===== src/rtl/core/run_length_sequence_store_macros.svh =====
// Assertion macros shared by the run-length sequence store RTL.
// Depends on nothing; the including module must have i_clk and i_rst_n.
// The checks are compiled out when ASSERT_OFF is defined.
`ifndef RUN_LENGTH_SEQUENCE_STORE_MACROS_SVH
`define RUN_LENGTH_SEQUENCE_STORE_MACROS_SVH

`ifndef ASSERT_OFF
// The property must hold at every clock edge outside reset.
`define RLSS_ASSERT(label, prop, msg) \
    label: assert property (@(posedge i_clk) disable iff (!i_rst_n) prop) else $error(msg);
// The expression must never be true outside reset.
`define RLSS_NEVER(label, expr, msg) \
    label: assert property (@(posedge i_clk) disable iff (!i_rst_n) !(expr)) else $error(msg);
`else
`define RLSS_ASSERT(label, prop, msg)
`define RLSS_NEVER(label, expr, msg)
`endif

`endif


===== src/rtl/core/rlss_pkg.sv =====
// Package for the run-length sequence store: sizes, codes, item types and
// the command and status groups between controller and datapath.
// Depends on nothing.
`default_nettype none

package rlss_pkg;

    localparam int MAX_RUNS = 256;
    localparam int LEN_W    = 16;
    localparam int VAL_W    = 32;
    localparam int FIELD_W  = 32;
    localparam int QTY_W    = 16;
    localparam int POS_W    = 16;
    localparam int IDX_W    = $clog2(MAX_RUNS);
    localparam int CNT_W    = $clog2(MAX_RUNS + 1);
    localparam int SUM_W    = ((LEN_W > QTY_W) ? LEN_W : QTY_W) + 1;

    localparam logic [SUM_W-1:0] LEN_LIMIT = SUM_W'((64'd1 << LEN_W) - 64'd1);

    typedef enum logic [1:0] {
        REQ_APPEND = 2'd0,
        REQ_READ   = 2'd1,
        REQ_FIND   = 2'd2,
        REQ_NONE   = 2'd3
    } t_req_code;

    typedef enum logic [1:0] {
        ST_OK         = 2'd0,
        ST_TABLE_FULL = 2'd1,
        ST_LEN_LIMIT  = 2'd2,
        ST_UNUSED     = 2'd3
    } t_status_code;

    typedef struct packed {
        logic [1:0]                req_type;
        logic signed [FIELD_W-1:0] item_value;
        logic [QTY_W-1:0]          repeat_qty;
        logic [POS_W-1:0]          position_in;
    } t_request;

    typedef struct packed {
        logic signed [FIELD_W-1:0] value_out;
        logic [POS_W-1:0]          position_out;
        logic                      hit;
        logic [1:0]                status;
    } t_result;

    typedef struct packed {
        logic load;
        logic append;
        logic emit_miss;
        logic scan_start;
        logic scan_step;
        logic scan_emit;
    } t_cmd;

    typedef struct packed {
        t_req_code req_code;
        logic      quick_miss;
        logic      scan_done;
    } t_dp_status;

    // Input value as held in the table: sign-extended, then cut to VAL_W bits.
    function automatic logic [VAL_W-1:0] to_stored(logic signed [FIELD_W-1:0] v);
        logic signed [63:0] w;
        w = 64'(v);
        return w[VAL_W-1:0];
    endfunction

    // Stored value back to the result field, sign-extended from VAL_W bits.
    function automatic logic signed [FIELD_W-1:0] to_field(logic [VAL_W-1:0] v);
        logic signed [63:0] w;
        w = 64'(signed'(v));
        return w[FIELD_W-1:0];
    endfunction

endpackage

`default_nettype wire


===== src/rtl/core/rlss_controller.sv =====
// Sequencing state machine of the run-length sequence store.
// Depends on rlss_pkg; drives the datapath only through t_cmd.
`default_nettype none

module rlss_controller (
    input  logic               i_clk,
    input  logic               i_rst_n,
    input  logic               i_start,
    input  rlss_pkg::t_dp_status i_status,
    output rlss_pkg::t_cmd     o_cmd,
    output logic               o_busy
);
    import rlss_pkg::*;

    typedef enum logic [2:0] {
        S_IDLE     = 3'b001,
        S_DISPATCH = 3'b010,
        S_SCAN     = 3'b100
    } t_state;

    t_state r_state;
    t_state n_state;
    t_cmd   cmd;

    always_comb begin
        n_state = r_state;
        cmd     = '0;
        unique case (r_state)
            S_IDLE: begin
                if (i_start) begin
                    cmd.load = 1'b1;
                    n_state  = S_DISPATCH;
                end
            end
            S_DISPATCH: begin
                n_state = S_IDLE;
                unique case (i_status.req_code) inside
                    REQ_APPEND: begin
                        cmd.append = 1'b1;
                    end
                    REQ_READ, REQ_FIND: begin
                        if (i_status.quick_miss) begin
                            cmd.emit_miss = 1'b1;
                        end else begin
                            cmd.scan_start = 1'b1;
                            n_state        = S_SCAN;
                        end
                    end
                    default: begin
                        cmd.emit_miss = 1'b1;
                    end
                endcase
            end
            S_SCAN: begin
                // The walk stops on the run that decides the result, so the
                // scan pointers keep pointing at that run afterwards.
                if (i_status.scan_done) begin
                    cmd.scan_emit = 1'b1;
                    n_state       = S_IDLE;
                end else begin
                    cmd.scan_step = 1'b1;
                end
            end
            default: begin
                n_state = S_IDLE;
            end
        endcase
    end

    always_ff @(posedge i_clk) begin
        if (!i_rst_n) begin
            r_state <= S_IDLE;
        end else begin
            r_state <= n_state;
        end
    end

    assign o_cmd  = cmd;
    assign o_busy = (r_state != S_IDLE);

endmodule

`default_nettype wire


===== config.mk =====
export PLATFORM = sky130hd
export DESIGN_NAME = rlss_controller
export DESIGN_NICKNAME = d
export VERILOG_FILES = /design/src/rtl/core/run_length_sequence_store_macros.svh /design/src/rtl/core/rlss_pkg.sv /design/src/rtl/core/rlss_controller.sv
export SDC_FILE = /design/constraint.sdc
export NUM_CORES = 1
export LEC_CHECK = 0
export ABC_AREA = 1
export BUFFER_PORTS_ARGS = -buffer_cell sky130_fd_sc_hd__clkbuf_2
export CELL_PAD_IN_SITES_DETAIL_PLACEMENT = 2
export CELL_PAD_IN_SITES_GLOBAL_PLACEMENT = 2
export CORE_AREA = 5 5 42 44
export CTS_BUF_LIST = sky130_fd_sc_hd__clkbuf_8
export DETAILED_ROUTE_END_ITERATION = 7
export DIE_AREA = 0 0 47 49
export GPL_ROUTABILITY_DRIVEN = 1
export PLACE_DENSITY_LB_ADDON = 0.1
export SYNTH_ARGS = -nofsm -noshare
export SYNTH_HDL_FRONTEND = slang
export SYNTH_SLANG_ARGS = --single-unit

===== constraint.sdc =====
create_clock -name i_clk -period 1.45 [get_ports i_clk]
set_clock_uncertainty 0.1 [all_clocks]
set_input_delay 0.2175 -clock i_clk [delete_from_list [all_inputs] [get_ports i_clk]]
set_output_delay 0.2175 -clock i_clk [all_outputs]
set_load 0.1 [all_outputs]

# Word level (Yosys, flattened, before mapping)
# Cells that the tools add are included.
[totals] register_bits=3 input_bits=7 word_cells=28
[classes] eq_ne=8 n_mux=16 n_reduce_logical=3
[op_table] operator="$mux 3" count=5
[op_table] operator="$pmux 3 s3" count=1
[op_table] operator="$mux 1" count=8
[op_table] operator="$ne 2x2->1 const B" count=2
[op_table] operator="$eq 3x1->1 const B" count=1
[op_table] operator="$eq 3x2->1 const B" count=1
[op_table] operator="$eq 3x3->1 const B" count=1
[op_table] operator="$ne 3x1->1 const B" count=1
[op_table] operator="$eq 2x1->1 const B" count=1
[op_table] operator="$eq 2x2->1 const B" count=1
[op_table] operator="$logic_not 2->1" count=1
[op_table] operator="$mux 2" count=1
[op_table] operator="$pmux 1 s2" count=1
[op_table] operator="$reduce_and 2->1" count=1
[op_table] operator="$reduce_or 2->1" count=1

# Logic depth before layout (Yosys ltp)
# Gate-level depths: netlist of the first run.
[logic_depth] ltp_word=4 depth_mapped=7

# Worst setup path before layout of the first run
# No wires, ideal clock.
[synth_timing] kind="input to output" from="in i_status[2] (netlist bit)" to="out o_cmd[3] (netlist bit)" arrival_time_ps=1960 required_ps=1133 path_slack_ps=-828 path_stages=5 path_buffers=0 cell_sequence="inv_1 ha_1 nand2_1 nand3_1 nor2_1"
[synth_rtl] element="start: declaration" line="rlss_controller.sv:9" text="input rlss_pkg::t_dp_status i_status,"
[synth_rtl] element="end: declaration" line="rlss_controller.sv:10" text="output rlss_pkg::t_cmd o_cmd,"

==> impl_summary.md, run 1 <==
Critical path
The startpoint identified for the worst register-to-register timing path is r_state[0]. The startpoint class of the critical path is a register. The largest fanout of any net on the critical path is 3. The worst path arrival time is between 1 and 1.5 ns. The reg-to-reg critical path endpoint is r_state[0]. The critical path class is register to output port. The path depth of the worst reg2reg path is 9. For flop-to-flop paths, the worst setup slack is 0.14 ns. The data required time at the worst endpoint is 1.13 ns. STA classifies the critical path endpoint as an output port.

Clock network
Clock tree synthesis selected as its root buffer the cell clkbuf_8. In this run the number of H-tree levels came out at 1. The clock tree from TritonCTS is built. The number of clock buffers added by TritonCTS is 3.

After clock tree synthesis, the clock-pin slew on the worst setup and hold paths is 0.03 ns. The clock net sink count is 3. The latest clock arrival within the worst-skew pair is 0.21 ns. The count of hold-fix buffers inserted at cts is 0.

The maximum buffer depth of the clock tree is 2.

Cells and area
Leaving out fill and tap cells, the most frequent cells in the layout are inv_1, buf_4, buf_12. The number of filler instances in the final layout is 162. Compared with the post-synthesis result, the final layout area differs by 170%. The register with the most flip-flops in the layout has 3 of them. In the final layout, the registers with the most flip-flops are r_state (3). 0 antenna diodes ended up in the layout.

The share of final-layout standard cells stronger than drive strength 1 is 68.6%. r_state holds more flip-flops than any other register. The final net count is 79. The multi-input combinational cells in the finished layout cover a total of slightly above 200 um2. The area occupied by registers is 68.8 um2.

Synthesis
In this run, distinct cell masters in the synthesized netlist total 13. The average instance area after synthesis is 5.70 um2. The cell type with the highest aggregate area in the netlist is dfxtp_1. The gate count after technology mapping is 43.

The warning count from the yosys run is 0. The netlist area before placement is roughly 250 um2. The proportion of netlist area held by the largest area contributor is 24.5%. After synthesis, the cell types taking the most area are dfxtp_1, inv_1, nand2_1, nand3_1, nor2_1. The part of the Yosys area used for sequential elements is 24.5%. After synthesis the netlist holds a flip-flop and latch count of 3. When the netlist entered floorplanning its net count stood at 51.

Floorplan
After floorplanning, the core was divided into 14 placement rows. The die is between 40 and 50 um wide. The I/O pin total is 14. The overall die area is 0.00230 mm2.

The floorplan step set the die height to 49 um. For this configuration, the core starts out at a cell density of between 10% and 20%. The region available for standard cell placement spans 0.00140 mm2.

Status
The run finished with clean final reports.

Job
The tool flagged a number of max-cap violations equal to 0.

Global route
The maximum number of pins on one net before global-route repair is 5. For this run, the total global-route usage over all layers was measured as between 10 and 15%. The first global-routing pass estimated roughly 1800 um of wire. The number of antenna violations at the first check in global routing is 0. For this run the aggregate overflow at the end of global routing stands at 0. The number of global-route vias before repair is 425.

Drt
The DRC violation total after the first TritonRoute iteration is 0. The number of vias after detailed routing is 358. The routed length per placed instance is roughly 13 um.

The count of TritonRoute iterations in the first routing pass is 1. The routed wire length is 1140 um. The remaining antenna violation count is 0. The remaining routing DRC violations is 0. In the routed layout, each cell is associated on average with a via count of 4.16.

Placed design
At the placement stage, the worst setup path has a slack of -0.0614 ns. Buffers placed on the I/O ports in this run total 13. At the end of routability-driven placement, the weighted congestion stood at slightly above 0.7.

The final HPWL from detailed placement is 777 um.

Power and ir drop
In this run the power density over the cells is around 890 mW/mm2. The static leakage power is 0.320 nW. The largest vdd supply drop is 0.000454 V.

Worst hold path
The worst hold path terminates at r_state[2]. The worst hold path cell count is 3. The type of the worst min-delay path is input pin to register. The critical hold path startpoint is i_rst_n.

STA
The number of slew-limit violations in the final report was 0. The final worst-path cycle share is 99.9%. The highest attainable clock frequency is 690 MHz. The number of setup violations in the final report is 0. The routed design could run at a clock period as short as 1.45 ns. Setup repair after global routing could not meet its margin everywhere. The post-layout worst setup margin is 0.00144 ns.

The total negative slack for setup checks is 0 ns. Headroom to the max-slew limit came out at between 80% and 90%. The count of final hold-check violations is 0. At the pin with the least slew margin, the transition time is 0.187 ns.
[repair_timing]
| action | CTS | global route |
|---|---|---|
| pin swaps | 4 | 5 |
| resized for setup | 15 | 5 |
| buffers inserted | 8 | 1 |
| cloned | 0 | 0 |
| endpoints found under the hold margin | 0 | 0 |
| endpoints found under the setup margin | 5 | 7 |
[worst max-delay path, cell delays in order, from the launching register on]
cell     delay [ns]
dfxtp_4        0.36
inv_4          0.04
nor2_4         0.13
nand3_4        0.10
nor2_4         0.10
buf_12         0.18
[cell usage after synthesis]
master / number
a21oi_1: 1
a31oi_1: 1
buf_4: 1
dfxtp_1: 3
ha_1: 1
inv_1: 12
inv_2: 2
nand2_1: 8
nand2_2: 1
nand3_1: 5
nor2_1: 6
nor2_2: 1
nor2_4: 1
[final cells by class]
cell class / instances / area share, %
clock buffers: 3 / 6.23
clock inverters: 1 / 0.566
inverters: 14 / 9.81
multi-input cells: 25 / 31.3
flip-flops and latches: 3 / 10.4
well taps: 16 / 3.02
repair buffers: 24 / 38.7
[stage by stage]
stage	hold WS (ns)	instances	cell area [um2]	util (%)	power, W
after global placement	0.380	73	473	33.8	0.000282
after floorplan	0.268	43	275	-	0.000221
after CTS	0.153	85	624	44.6	0.000578
after global routing	0.187	86	663	47.3	0.000629
after detailed placement	0.383	73	473	33.8	0.000290
final	0.174	86	663	47.3	0.000590
[layer usage]
metal / up-vias / global-route usage (%) / wire length (um)
li1: 178 / - / -
met1: 170 / 9.39 / 340
met2: 10 / 23.1 / 745
met3: 0 / 1.11 / 50
met4: 0 / 5.53 / 0
met5: - / 0 / 0
[power by group]
group / switching, W / total (W) / internal [W]
clock: 0.0000511 / 0.000231 / 0.000180
sequential: 0.00000857 / 0.0000985 / 0.0000899
combinational: 0.000156 / 0.000261 / 0.000105
total: 0.000215 / 0.000590 / 0.000375
[how the worst max path moves through the flow]
stage,from,endpoint,slack (ns),cells after the start
finish,r_state[1],o_cmd[3],0.001,5
global route,r_state[1],o_cmd[1],-0.06,4
CTS,r_state[1],o_cmd[3],-0.04,5
detailed placement,i_status[2],o_cmd[3],-0.06,7
global placement,i_status[2],o_cmd[3],-0.04,7
floorplan,i_status[2],o_cmd[3],-0.1,5
[cell families (layout without fill, tap and decap cells)]
group	count (synthesis)	after routing	share of synthesized area, %
AO/OA/AOI/OAI	2	2	4.59
adder cells (fa/ha/maj)	1	1	5.10
buffers and inverters	15	42	24.5
flip-flops	3	3	24.5
AND/OR/NAND/NOR	22	22	41.3
Note: power is estimated with default switching activity, not from simulation.
==> inputs of run 2 (changes only) <==
SETUP_SLACK_MARGIN = 0.05   (was default)
==> impl_summary.md, run 2 (synthesis results as in run 1) <==
Critical path
The worst path arrival time came to 1.13 ns (about the same). The largest fanout of any net on the critical path is 3 (unchanged). The critical path class is register to output port (unchanged). The kind of end point of the critical path is an output port (unchanged). The startpoint class of the critical path was a register (unchanged). The data required time at the worst endpoint is 1.13 ns (about the same).

Worst hold path
The type of the worst min-delay path is input pin to register (unchanged).

STA
The slew at the pin closest to its max-slew limit is 0.187 ns (about the same). The minimum clock period is 1.45 ns (about the same). The highest attainable clock frequency is 691 MHz (was 690 MHz). The final worst-path cycle share is 99.8% (was 99.9%).

The total negative slack for setup checks was 0 ns (unchanged). The hold slack is 0.182 ns (was 0.174 ns). The normalized max-slew margin came to 87.5% (about the same).

The number of slew-limit violations in the final report came to 0 (unchanged). Unrepaired setup endpoints after global routing: true (unchanged). The number of setup violations in the final report is 0 (unchanged). The count of final hold-check violations is 0 (unchanged).

Cells and area
The multi-input combinational cell area is 208 um2 (unchanged). The final core area utilization is 47.9% (was 47.3%). The register name with the most flops is r_state (unchanged).

Most used cells in the layout excluding fill and tap cells: buf_4, inv_1, buf_12 (was inv_1, buf_4, buf_12). The count of inserted antenna diode cells was 0 (unchanged). The area occupied by registers came to 68.8 um2 (unchanged).

The final net count was 80 (was 79). Registers with the most flip-flops: r_state (3) (unchanged). The share of final-layout standard cells stronger than drive strength 1 is 69.0% (was 68.6%). The commonest non-fill, non-tap cell in the layout is buf_4. The post-layout instance area is 671 um2 (was 663 um2). The number of filler instances in the final layout is 161 (was 162). The number of flip-flops under the largest register name is 3 (unchanged).

The number of non-filler instances in the completed layout is 87 (was 86). The layout overhead on the synthesized area is 173% (was 170%).

Floorplan
The floorplan die width is 47 um (unchanged). The core area is 0.00140 mm2 (unchanged). The floorplan die height came to 49 um (unchanged).

The cell row count was 14 (unchanged). The overall die area came to 0.00230 mm2 (unchanged). The initial standard-cell utilization of the core came to 17.5% (unchanged). The I/O pin total is 14 (unchanged).

Drt
The remaining routing DRC violations is 0 (unchanged). The number of vias after detailed routing is 367 (was 358). The routed length per placed instance is 13.6 um (was 13.2 um). The DRC violation total after the first TritonRoute iteration came to 1 (was 0).

The routed wire length is 1180 um (was 1140 um). The remaining antenna violation count was 0 (unchanged). The mean number of vias per cell is 4.22 (was 4.16). The count of TritonRoute iterations in the first routing pass is 3 (was 1).

Power and ir drop
The switching power came to 0.000218 W (was 0.000215 W). The share of power burned in the clock network is 38.8% (was 39.1%). The static leakage power was 0.325 nW (was 0.320 nW). The cell-internal power is 0.000380 W (was 0.000375 W). The combinational group share of total power is 44.8% (was 44.2%).

The largest vdd supply drop is 0.000470 V (was 0.000454 V). The share of total power in sequential cells is 16.4% (was 16.7%). The power per unit of standard cell area is 892 mW/mm2 (was 890 mW/mm2).

The switching power as a share of total power came to 36.4% (was 36.5%).

Clock network
The root buffer cell is clkbuf_8 (unchanged). The H-tree depth came to 1 (unchanged). The maximum buffer depth of the clock tree was 2 (unchanged). The clock tree from TritonCTS is built (unchanged). The latest clock arrival within the worst-skew pair is 0.21 ns (about the same).

The clock net sink count is 3 (unchanged). The clock-pin slew on the worst setup and hold paths is 0.03 ns (about the same). The count of hold-fix buffers inserted at cts came to 0 (unchanged).

The TritonCTS buffer count is 3 (unchanged).

Placed design
The number of cells in the design after placement is 73 (unchanged). The placed cell area is 473 um2 (unchanged). The number of input and output port buffers inserted is 13 (unchanged). The final weighted congestion of routability-driven global placement is 0.705 (unchanged). The final HPWL from detailed placement is 777 um (unchanged).

Job
The number of max-cap violations came to 0 (unchanged).

Status
Result of the run: completed (unchanged).

Global route
The total grt overflow is 0 (unchanged). The met2 track demand over resource was 23.1% (unchanged). The first-pass GRT wire length was 1810 um (unchanged). The number of global-route vias before repair is 425 (unchanged). The total routing usage reported by global routing is 11.2% (unchanged). The number of antenna violations at the first check in global routing is 0 (unchanged). The highest-utilization routing layer at the global route stage is met2 (unchanged).

The maximum number of pins on one net before global-route repair is 5 (unchanged). The met3 usage in global routing is 1.11% (unchanged). The met1 global-route usage was 9.39% (unchanged).
-- run 2: changes by cell type in the layout (fill, tap and decap cells not counted) --
cell | previous run | this run
buf_4 | 10 | 11
-- run 2: layer usage --
| layer | wire length (um) | part of all wire, % | vias to the layer above |
|---|---|---|---|
| li1 | - | - | 180 |
| met1 | 381 | 32 | 175 |
| met2 | 741 | 63 | 12 |
| met3 | 60 | 5.1 | 0 |
| met4 | 0 | 0 | 0 |
| met5 | 0 | 0 | - |
-- run 2: timing repair --
item | CTS | global route
buffers inserted | 8 | 2
gates cloned | 0 | 0
resized for setup | 15 | 5
endpoints found under the setup margin | 6 | 8
pin swaps | 4 | 5
-- run 2: path summary, 6_finish.rpt --
path	start	endpoint	slack, ns	cells after the start
worst max-delay path	r_state[1]	o_cmd[2]	0.002	5
worst min-delay path	i_rst_n	r_state[1]	0.18	3
worst max register to register	r_state[0]	r_state[0]	0.15	9
worst min register to register	r_state[0]	r_state[1]	0.59	5
-- run 2: cell type report --
cell class | instances | share of cell area [%]
clock buffer | 3 | 6.16
inverter | 14 | 9.70
tap | 16 | 2.99
multi-input combinational | 25 | 31.0
clock inverter | 1 | 0.560
sequential | 3 | 10.3
timing repair buffer | 25 | 39.4
-- run 2: worst max-delay path, cell delays in order (launching register included) --
cell,delay (ns)
dfxtp_4,0.36
inv_4,0.04
nor2_4,0.13
nand3_1,0.13
inv_2,0.09
buf_12,0.17
-- run 2: metrics by stage --
| step | setup slack [ns] | total power, W |
|---|---|---|
| final | 0.00233 | 0.000598 |
| after global routing | -0.0743 | 0.000640 |
| after CTS | -0.0356 | 0.000578 |
| after detailed placement | -0.0614 | 0.000290 |
| after global placement | -0.0371 | 0.000282 |
| after floorplan | -0.0977 | 0.000221 |
-- run 2: power groups by stage --
stage	Sequential, W	Clock (W)	Combinational [W]
after detailed placement	0.0000956	0	0.000194
after global placement	0.0000942	0	0.000188
after floorplan	0.0000937	0	0.000127
after CTS	0.0000982	0.000239	0.000242
final	0.0000984	0.000232	0.000268
after global routing	0.0000993	0.000255	0.000286
